`src/sv/spq_pkg.sv`:
```
// Shared types and codes for the sorted priority queue.
`timescale 1ns / 1ps
package spq_pkg;

  // Operation codes carried in the input tuser bit
  localparam logic OP_INSERT = 1'b0;
  localparam logic OP_REMOVE = 1'b1;

  // Result status codes
  localparam logic [1:0] ST_DONE  = 2'd0;
  localparam logic [1:0] ST_FULL  = 2'd1;
  localparam logic [1:0] ST_EMPTY = 2'd2;

  // Fixed field widths of the stream payload
  localparam int unsigned PRIO_W  = 8;
  localparam int unsigned TAGF_W  = 16;
  localparam int unsigned COUNT_W = 7;

  // Command broadcast to every cell of the row
  typedef struct packed {
    logic ins;  // shift the upper part up and drop the new entry in
    logic rem;  // shift the whole row down by one
  } cell_cmd_t;

endpackage

```
`src/sv/spq_cell.sv`:
```
// One storage cell of the sorted row: holds one entry and trades it with its neighbors.
`timescale 1ns / 1ps
module spq_cell
  import spq_pkg::*;
#(
  parameter int unsigned KW    = 8,
  parameter int unsigned TW    = 16,
  parameter int unsigned CNT_W = 7,
  parameter int unsigned IDX   = 0
) (
  input  logic             clk_i,
  input  cell_cmd_t        cmd_i,
  input  logic [KW-1:0]    new_key_i,
  input  logic [TW-1:0]    new_tag_i,
  input  logic [CNT_W-1:0] count_i,
  input  logic             below_lt_i,
  input  logic [KW-1:0]    below_key_i,
  input  logic [TW-1:0]    below_tag_i,
  input  logic [KW-1:0]    above_key_i,
  input  logic [TW-1:0]    above_tag_i,
  output logic             lt_o,
  output logic [KW-1:0]    key_o,
  output logic [TW-1:0]    tag_o
);

  logic [KW-1:0] key_q, key_d;
  logic [TW-1:0] tag_q, tag_d;
  logic          occupied;

  // Cells below the fill level hold live entries
  assign occupied = count_i > CNT_W'(IDX);
  assign lt_o     = occupied && (key_q < new_key_i);

  // Pick hold, shift from a neighbor, or load the new entry
  always_comb begin
    key_d = key_q;
    tag_d = tag_q;
    if (cmd_i.rem) begin
      key_d = above_key_i;
      tag_d = above_tag_i;
    end else if (cmd_i.ins && !lt_o) begin
      if (below_lt_i) begin
        key_d = new_key_i;
        tag_d = new_tag_i;
      end else begin
        key_d = below_key_i;
        tag_d = below_tag_i;
      end
    end
  end

  always_ff @(posedge clk_i) begin
    key_q <= key_d;
    tag_q <= tag_d;
  end

  assign key_o = key_q;
  assign tag_o = tag_q;

endmodule

```
`src/sv/sorted_priority_queue.sv`:
```
// Top level of the sorted priority queue: stream ports, fill counter and the cell row.
`timescale 1ns / 1ps
// Bounded priority queue built as a row of CAPACITY cells kept sorted with the
// smallest key in cell 0. An insert compares its key against every cell at once;
// cells with a smaller key hold, the rest shift up one place and the new entry
// drops into the gap, so it lands ahead of all entries of equal or greater key.
// A remove shifts the whole row down and returns what left cell 0, which is the
// smallest key and, among equal keys, the most recently inserted entry. Every
// transaction yields one result; a new transaction is taken in every cycle in
// which the output register is empty or being drained.
// Inserts into a full queue and removes from an empty one leave it unchanged
// and report their status with zero key and tag.
module sorted_priority_queue
  import spq_pkg::*;
#(
  parameter int unsigned CAPACITY = 64,
  parameter int unsigned KEY_BITS = 8,
  parameter int unsigned TAG_BITS = 16
) (
  input  logic        clk_i,
  input  logic        rst_ni,
  input  logic        s_axis_tvalid,
  output logic        s_axis_tready,
  input  logic [23:0] s_axis_tdata,   // [7:0] priority_req, [23:8] tag
  input  logic [0:0]  s_axis_tuser,   // [0] op
  output logic        m_axis_tvalid,
  input  logic        m_axis_tready,
  output logic [31:0] m_axis_tdata,   // [7:0] out_priority, [23:8] out_tag, [30:24] count
  output logic [1:0]  m_axis_tuser    // [1:0] status
);

  localparam int unsigned KW    = (KEY_BITS < PRIO_W) ? KEY_BITS : PRIO_W;
  localparam int unsigned TW    = (TAG_BITS < TAGF_W) ? TAG_BITS : TAGF_W;
  localparam int unsigned CNT_W = $clog2(CAPACITY + 1);

  logic             in_fire;
  logic             is_remove;
  logic             full;
  logic             empty;
  logic [KW-1:0]    new_key;
  logic [TW-1:0]    new_tag;
  cell_cmd_t        cmd;
  logic [CNT_W-1:0] count_q, count_d;

  logic [CAPACITY-1:0] lt;
  logic [KW-1:0]       cell_key [CAPACITY];
  logic [TW-1:0]       cell_tag [CAPACITY];

  logic              out_valid_q;
  logic [1:0]        status_q, status_d;
  logic [PRIO_W-1:0] out_prio_q, out_prio_d;
  logic [TAGF_W-1:0] out_tag_q, out_tag_d;

  // Accept when the output register is free or emptying this cycle
  assign s_axis_tready = !out_valid_q || m_axis_tready;
  assign in_fire       = s_axis_tvalid && s_axis_tready;
  assign is_remove     = (s_axis_tuser[0] == OP_REMOVE);
  assign full          = (count_q == CNT_W'(CAPACITY));
  assign empty         = (count_q == '0);
  assign new_key       = s_axis_tdata[KW-1:0];
  assign new_tag       = s_axis_tdata[PRIO_W +: TW];

  assign cmd.ins = in_fire && !is_remove && !full;
  assign cmd.rem = in_fire && is_remove && !empty;

  // Build the cell row
  for (genvar i = 0; i < CAPACITY; i++) begin : g_cell
    logic          below_lt;
    logic [KW-1:0] below_key, above_key;
    logic [TW-1:0] below_tag, above_tag;

    if (i == 0) begin : g_first
      assign below_lt  = 1'b1;
      assign below_key = '0;
      assign below_tag = '0;
    end else begin : g_mid_lo
      assign below_lt  = lt[i-1];
      assign below_key = cell_key[i-1];
      assign below_tag = cell_tag[i-1];
    end

    if (i == CAPACITY - 1) begin : g_last
      assign above_key = '0;
      assign above_tag = '0;
    end else begin : g_mid_hi
      assign above_key = cell_key[i+1];
      assign above_tag = cell_tag[i+1];
    end

    spq_cell #(
      .KW    (KW),
      .TW    (TW),
      .CNT_W (CNT_W),
      .IDX   (i)
    ) u_cell (
      .clk_i       (clk_i),
      .cmd_i       (cmd),
      .new_key_i   (new_key),
      .new_tag_i   (new_tag),
      .count_i     (count_q),
      .below_lt_i  (below_lt),
      .below_key_i (below_key),
      .below_tag_i (below_tag),
      .above_key_i (above_key),
      .above_tag_i (above_tag),
      .lt_o        (lt[i]),
      .key_o       (cell_key[i]),
      .tag_o       (cell_tag[i])
    );
  end

  // Track fill level and form the result
  always_comb begin
    count_d    = count_q;
    status_d   = ST_DONE;
    out_prio_d = '0;
    out_tag_d  = '0;
    if (is_remove) begin
      if (empty) begin
        status_d = ST_EMPTY;
      end else begin
        count_d    = count_q - CNT_W'(1);
        out_prio_d = PRIO_W'(cell_key[0]);
        out_tag_d  = TAGF_W'(cell_tag[0]);
      end
    end else begin
      if (full) begin
        status_d = ST_FULL;
      end else begin
        count_d = count_q + CNT_W'(1);
      end
    end
  end

  // Hold control state and the output register valid
  always_ff @(posedge clk_i or negedge rst_ni) begin
    if (!rst_ni) begin
      count_q     <= '0;
      out_valid_q <= 1'b0;
    end else begin
      if (in_fire) begin
        count_q     <= count_d;
        out_valid_q <= 1'b1;
      end else if (m_axis_tready) begin
        out_valid_q <= 1'b0;
      end
    end
  end

  // Capture the result payload
  logic [CNT_W-1:0] out_count_q;
  always_ff @(posedge clk_i) begin
    if (in_fire) begin
      status_q    <= status_d;
      out_prio_q  <= out_prio_d;
      out_tag_q   <= out_tag_d;
      out_count_q <= count_d;
    end
  end

  assign m_axis_tvalid = out_valid_q;
  assign m_axis_tuser  = status_q;
  assign m_axis_tdata  = {1'b0, COUNT_W'(out_count_q), out_tag_q, out_prio_q};

endmodule
```
`config.mk`:
```
export PLATFORM = sky130hd
export DESIGN_NAME = sorted_priority_queue
export DESIGN_NICKNAME = d
export VERILOG_FILES = /design/src/sv/spq_pkg.sv /design/src/sv/spq_cell.sv /design/src/sv/sorted_priority_queue.sv
export SDC_FILE = /design/constraint.sdc
export NUM_CORES = 2
export LEC_CHECK = 0
export BUFFER_PORTS_ARGS = -buffer_cell sky130_fd_sc_hd__buf_2
export CORE_MARGIN = 10
export CORE_UTILIZATION = 55
export CTS_CLUSTER_SIZE = 24
export DETAILED_ROUTE_END_ITERATION = 7
export PLACE_DENSITY = 0.71
export SETUP_SLACK_MARGIN = 0.02
export SYNTH_ARGS = -nofsm -noshare
export SYNTH_HDL_FRONTEND = slang
export SYNTH_SLANG_ARGS = --single-unit
export TNS_END_PERCENT = 30
```
`constraint.sdc`:
```
create_clock -name clk_i -period 5.2 [get_ports clk_i]
set_input_delay 0.26 -clock clk_i [delete_from_list [all_inputs] [get_ports clk_i]]
set_output_delay 0.26 -clock clk_i [all_outputs]
set_load 0.01 [all_outputs]
```
After elaboration in Yosys (flattened, before gate mapping)
Index checks and enable logic that the tools add are counted.
- register bits: 1577
- input bits: 29
- output and inout bits: 36
- word-level logic and storage cells: 920
- $add $sub $neg: 2
- magnitude comparators: 128
- equal/unequal tests: 1
- muxes and demuxes: 386
- bitwise operators: 1
- reduce and logical (&&, ||, !) cells: 268
- operators by type and width (operator ; number):
    $mux 16 ; 189
    $mux 8 ; 189
    $lt 8x8->1 ; 64
    $gt 7x6->1 const B ; 32
    $logic_and 1x1->1 ; 133
    $reduce_bool 2->1 ; 64
    $gt 7x5->1 const B ; 16
    $logic_not 1->1 ; 68
    $gt 7x4->1 const B ; 8
    $gt 7x3->1 const B ; 4
    $mux 7 ; 3
    $gt 7x1->1 const B ; 2
    $gt 7x2->1 const B ; 2
    $add 7x1->7 const B ; 1
    $eq 7x7->1 const B ; 1
    $logic_not 7->1 ; 1
    $sub 7x1->7 const B ; 1
    $mux 2 ; 2
    $mux 1 ; 3
    $reduce_or 2->1 ; 1
    $logic_or 1x1->1 ; 1
    $not 1->1 ; 1

Longest topological paths before layout
- word-level depth: 8
- mapped depth: 13
- gate-level depth less buffers: 8

Worst setup path after synthesis
No wires, ideal clock.
- kind: input-to-reg
- start: in s_axis_tdata[7]
- end: reg g_cell[35].u_cell.key_q[0] (enable)
- library setup time: 0.439 ns
- arrival: 4.594 ns
- data required time: 4.761 ns
- path slack: 0.167 ns
- cell stages on the path: 8
- path buffers: 3
- cell sequence: clkbuf_1 -> inv_1 -> ha_1 -> nand2_1 -> o41a_1 -> clkbuf_1 -> buf_2 -> o21ai_0
- word-level cells in the longest chain between the ends: 5
- RTL lines (element ; RTL line ; RTL):
    start, declared ; sorted_priority_queue.sv:24 ; input logic [23:0] s_axis_tdata,
    $lt 8x8->1 ; spq_cell.sv:32 ; assign lt_o = occupied && (key_q < new_key_i);
    $logic_and 1x1->1 ; spq_cell.sv:32 ;
    $logic_not 1->1 ; spq_cell.sv:41 ; end else if (cmd_i.ins && !lt_o) begin
    $logic_and 1x1->1 ; spq_cell.sv:41 ;
    $reduce_bool 2->1 (no source line) ; n/a ;
    end signal, assigned ; spq_cell.sv:53 ; key_q <= key_d;
    end, declared ; spq_cell.sv:26 ; logic [KW-1:0] key_q, key_d;
Every way passes these cells.
A chain may end at the register's enable or synchronous reset.

Final worst setup path
- start: reg count_q[0]
- end: reg g_cell[53].u_cell.tag_q[12], data pin
- word-level cells in the longest chain between the ends: 5
- elaborated cells between the ends (all ways): 8
- classes of those cells: order compare (1); mux (3); reduce/logical (4)
- RTL lines (element ; RTL line ; RTL):
    start, declared ; sorted_priority_queue.sv:43 ; logic [CNT_W-1:0] count_q, count_d;
    start signal, assigned ; sorted_priority_queue.sv:142 ; count_q <= count_d;
    $gt 7x6->1 ; spq_cell.sv:31 ; assign occupied = count_i > CNT_W'(IDX);
    $logic_and 1x1->1 ; spq_cell.sv:32 ;
    $mux 16 ; spq_cell.sv:42 ; if (below_lt_i) begin
    $mux 16 ; spq_cell.sv:41 ;
    $mux 16 * ; spq_cell.sv:38 ; if (cmd_i.rem) begin
    net g_cell[53].u_cell.tag_d[12] ; spq_cell.sv:27 ; logic [TW-1:0] tag_q, tag_d;
    end signal, assigned ; spq_cell.sv:54 ; tag_q <= tag_d;
    end, declared ; spq_cell.sv:27 ;
The timed path passes the listed nets; every way through them passes the cells marked *. The select of a mux whose other input is x is not followed.

==> results by group <==
Status
  – Status: finished, final reports clean

Worst setup path
  – Worst Path Required: 5930 ps
  – Startpoint Class: flip-flop
  – Max stage delay cell, worst path: nor3b_4
  – Crit Path Category: reg2reg
  – Crit. End Element: flip-flop
  – Crit path top cell by count: buf_12
  – Crit-path cells: buf_4 > inv_1 > ha_1 > nor3b_4 > a21boi_2 > nand2_8 > buf_12 > buf_12 > buf_12 > nand2_1 > nor2_1 > a221o_1
  – Reg2reg end: g_cell[53].u_cell.tag_o[12]$_DFFE_PP_
  – CP max stage delay: 600 ps
  – R2r worst-path depth: 12
  – Arr. time, crit path: 4860 ps
  – Worst-path fanout max: 103
  – Crit path from: count_q[0]$_DFFE_PN0N_
  – Reg2reg start: count_q[0]$_DFFE_PN0N_
  – Register-to-register setup slack: 1060 ps

Pwr
  – Tot Pwr: 0.0526 W
  – Internal power: 0.0324 W
  – Seq pwr share: 41.9%
  – Peak supply drop: 0.436 mV
  – Leak Pwr: 34.6 nW
  – PD cells: 548 mW/mm2
  – NetSw: 0.0202 W
  – Clock power share: 22.7%
  – Net Sw Frac: 38.4%
  – Comb power frac: 35.4%

Drt
  – Initial DRC count: 12600
  – Routed len/inst: 30.3 um
  – Routed vias/inst: 7.11
  – DRC violation count after routing: 0
  – Final ANT Viol Nets: 0
  – TritonRoute pass-1 iters: 6
  – Via Count: 74100
  – Routed wire length: 316000 um

Logic synthesis
  – Synth warn: 0
  – Primary FF master, synth: edfxtp_1
  – Synthesized netlist cell count: 8500
  – Synth cell types: 80
  – Mapped Nets: 8981
  – Mapped Area: 0.0884 mm2
  – Mean Syn Cell Area: 10.4 um2
  – Seq/Total Area, Yosys: 53.3%
  – Post-synth EDFFs: 1545
  – Asr flop ratio synth: 0.507%
  – Seq cells post-synth: 1577

Placed design
  – Port Buffer Count: 63
  – GPL Wtd Cong: 0.943
  – Detailed Place HPWL: 202000 um

Clocking
  – CTS resizes: 0
  – Worst-path clk slew: 70 ps
  – CTS Buf Count: 172
  – CTS tree: yes
  – Clock tree buffer depth: 3
  – CTS H-tree depth: 4
  – CTS Sinks: 1577
  – Worst skew pair latency: 860 ps
  – Setup repair bufs after CTS: 0
  – Clock Root Buffer: clkbuf_16

Floorplan
  – Die Ht: 421 um
  – Die ar.: 0.177 mm2
  – I/O pin cnt: 65
  – Initial Util: 55.2%
  – Horiz. Die Dim: 421 um
  – CORE AREA: 0.160 mm2
  – Cell Rows: 147

Global route
  – Pin count of the biggest net entering global routing: 164
  – Vias in the first global route: 68900
  – GR Overflow Total: 0
  – Initial antenna violation count: 15
  – First-pass GRT wire length: 462000 um
  – Tot GR Track Use: 34.6%

STA
  – RSZ-0062 raised after global routing: no
  – Slew at the pin closest to its max-slew limit: 1400 ps
  – Final Setup Violations: 0
  – Final TNS setup: 0 ps
  – Final Hold Viols: 0
  – Final min period: 4140 ps
  – F_max: 242 MHz
  – Worst relative slew slack: 6.13%
  – Layout Skew: 38.3 ps
  – Max-slew violation count: 0
  – Final Cycle Share: 79.5%

Layout
  – NumNets Final: 8601
  – Fraction of layout cells with a size suffix above 1: 7.92%
  – Area Growth Syn to Fin: 8.61%
  – Filler cells: 13300
  – Core Util, Final: 59.9%

Worst hold path
  – Hold Path Depth: 4
  – Hold_sp: s_axis_tdata[1]
  – Hold Crit Class: in2reg
  – WHS Endpoint: g_cell[63].u_cell.key_o[1]$_SDFFE_PP0P_

Run
  – Max-cap viol count: 0
-- repair_timing --
item,in CTS,in global routing
endpoints found under the hold margin,22,0
setup endpoints to repair,0,0
hold buffers,9,0
-- power by group through the flow --
stage | logic [W] | clock network (W) | registers (W)
6_report | 0.0186 | 0.0119 | 0.0220
5_1_grt | 0.0202 | 0.0124 | 0.0222
4_1_cts | 0.0181 | 0.0119 | 0.0218
3_5_place_dp | 0.0181 | 0 | 0.0221
3_3_place_gp | 0.0174 | 0 | 0.0220
2_1_floorplan | 0.0134 | 0 | 0.0207
-- registers in the layout, indices dropped and copies added, names as in the netlist --
name	cells
out_prio_q	8
m_axis_tuser	2
count_q	7
out_tag_q	16
out_count_q	7
g_cell.u_cell.key_o	512
g_cell.u_cell.tag_o	1024
m_axis_tvalid	1
-- cell families (layout without fill, tap and decap cells) --
group,after synthesis,after routing,synth area share [%]
other cells,1,13,0.00424
mux,125,125,1.42
xor+xnor,3,3,0.0297
compound gates,2312,2312,19.0
simple gates,3148,3148,15.4
flops,1577,1577,53.3
buf+inv,882,637,4.46
fa+ha+maj,452,452,6.40
-- cells in the final DEF, fill, tap and decap left out, types with 6 or more instances in the layout --
| cell type | n |
|---|---|
| nand2_1 | 1444 |
| clkinv_2 | 23 |
| o21a_1 | 50 |
| o21ai_1 | 10 |
| o31ai_4 | 15 |
| bufinv_16 | 6 |
| ha_1 | 452 |
| edfxtp_1 | 1545 |
| buf_4 | 198 |
| a21oi_1 | 303 |
| a211o_1 | 8 |
| a221o_1 | 269 |
| nand2_2 | 7 |
| o211ai_2 | 10 |
| dlygate4sd3_1 | 9 |
| nor3_1 | 6 |
| a21o_1 | 96 |
| nand2_4 | 17 |
| clkinv_1 | 43 |
| clkbuf_16 | 173 |
| buf_12 | 31 |
| o211ai_1 | 1074 |
| a221oi_1 | 18 |
| a211oi_1 | 106 |
| dfrtp_1 | 8 |
| a31oi_1 | 77 |
| nand3_1 | 1060 |
| inv_1 | 18 |
| dfxtp_1 | 24 |
| o21ai_4 | 23 |
| diode_2 | 12 |
| mux2i_1 | 121 |
| o21ai_2 | 16 |
| buf_2 | 62 |
| clkbuf_1 | 49 |
| nor2_1 | 437 |
| o21ai_0 | 180 |
| nand2b_1 | 68 |
| and2_1 | 46 |
| nand4_1 | 25 |
-- how the worst max path moves through the flow --
stage | to | slack, ps | depth (start not counted)
3_3_place_gp | g_cell[4].u_cell.tag_o[8]$_DFFE_PP_ | 1180 | 7
6_report | g_cell[53].u_cell.tag_o[12]$_DFFE_PP_ | 1060 | 12
4_1_cts | g_cell[53].u_cell.key_o[1]$_DFFE_PP_ | 1130 | 10
3_5_place_dp | g_cell[4].u_cell.tag_o[9]$_DFFE_PP_ | 1120 | 7
5_1_grt | g_cell[53].u_cell.tag_o[4]$_DFFE_PP_ | 960 | 10
2_1_floorplan | g_cell[35].u_cell.key_o[0]$_DFFE_PP_ | 170 | 8
-- synth_stat cells (50+ instances only) --
| library cell | n | area share (%) |
|---|---|---|
| a221o_1 | 269 | 3.0 |
| mux2i_1 | 121 | 1.4 |
| o211ai_1 | 1074 | 9.1 |
| nand2_1 | 1468 | 6.2 |
| nand2b_1 | 68 | 0.48 |
| nand3_1 | 1060 | 6.0 |
| o21a_1 | 50 | 0.42 |
| ha_1 | 452 | 6.4 |
| a31oi_1 | 77 | 0.55 |
| a211oi_1 | 106 | 0.90 |
| clkbuf_1 | 462 | 2.0 |
| o21ai_0 | 196 | 1.1 |
| a21oi_1 | 305 | 1.7 |
| a21o_1 | 96 | 0.82 |
| nor2_1 | 444 | 1.9 |
| edfxtp_1 | 1545 | 52 |
| buf_2 | 321 | 1.8 |
-- critical path: cells and delay by family (launching register included) --
| kind | cells | cell delay (ps) |
|---|---|---|
| adder cells (fa/ha/maj) | 1 | 210 |
| AO/OA/AOI/OAI | 2 | 360 |
| buffers and inverters | 5 | 1460 |
| flip-flops | 1 | 420 |
| AND/OR/NAND/NOR | 4 | 1390 |
-- per-layer routing --
metal	GRT usage, %	wire, um	vias to the layer above
met1	49.2	124000	36000
met2	46.9	130000	5375
met5	0.592	184	-
met3	10.7	43200	871
li1	-	-	31800
met4	18.2	18600	12
-- through the flow --
stage	std cells	setup slack [ps]	cell area (um2)	hold WS, ps
2_1_floorplan	8500	167	88400	-35.6
3_3_place_gp	10100	1180	90600	171
3_5_place_dp	10100	1120	90600	173
4_1_cts	10400	1130	95900	19.2
5_1_grt	10400	959	96000	77.3
6_report	10400	1060	96000	82.9
-- cell type report --
type	count	area, um2	share of cell area (%)
Tap cell	2160	2700	2.82
Timing Repair Buffer	300	2510	2.61
Antenna cell	12	30.0	0.0313
Clock inverter	83	733	0.764
Inverter	28	116	0.121
Sequential cell	1577	47100	49.0
Clock buffer	226	4570	4.76
Multi-Input combinational cell	6041	38300	39.9
Power figures use the tool's default switching activity.
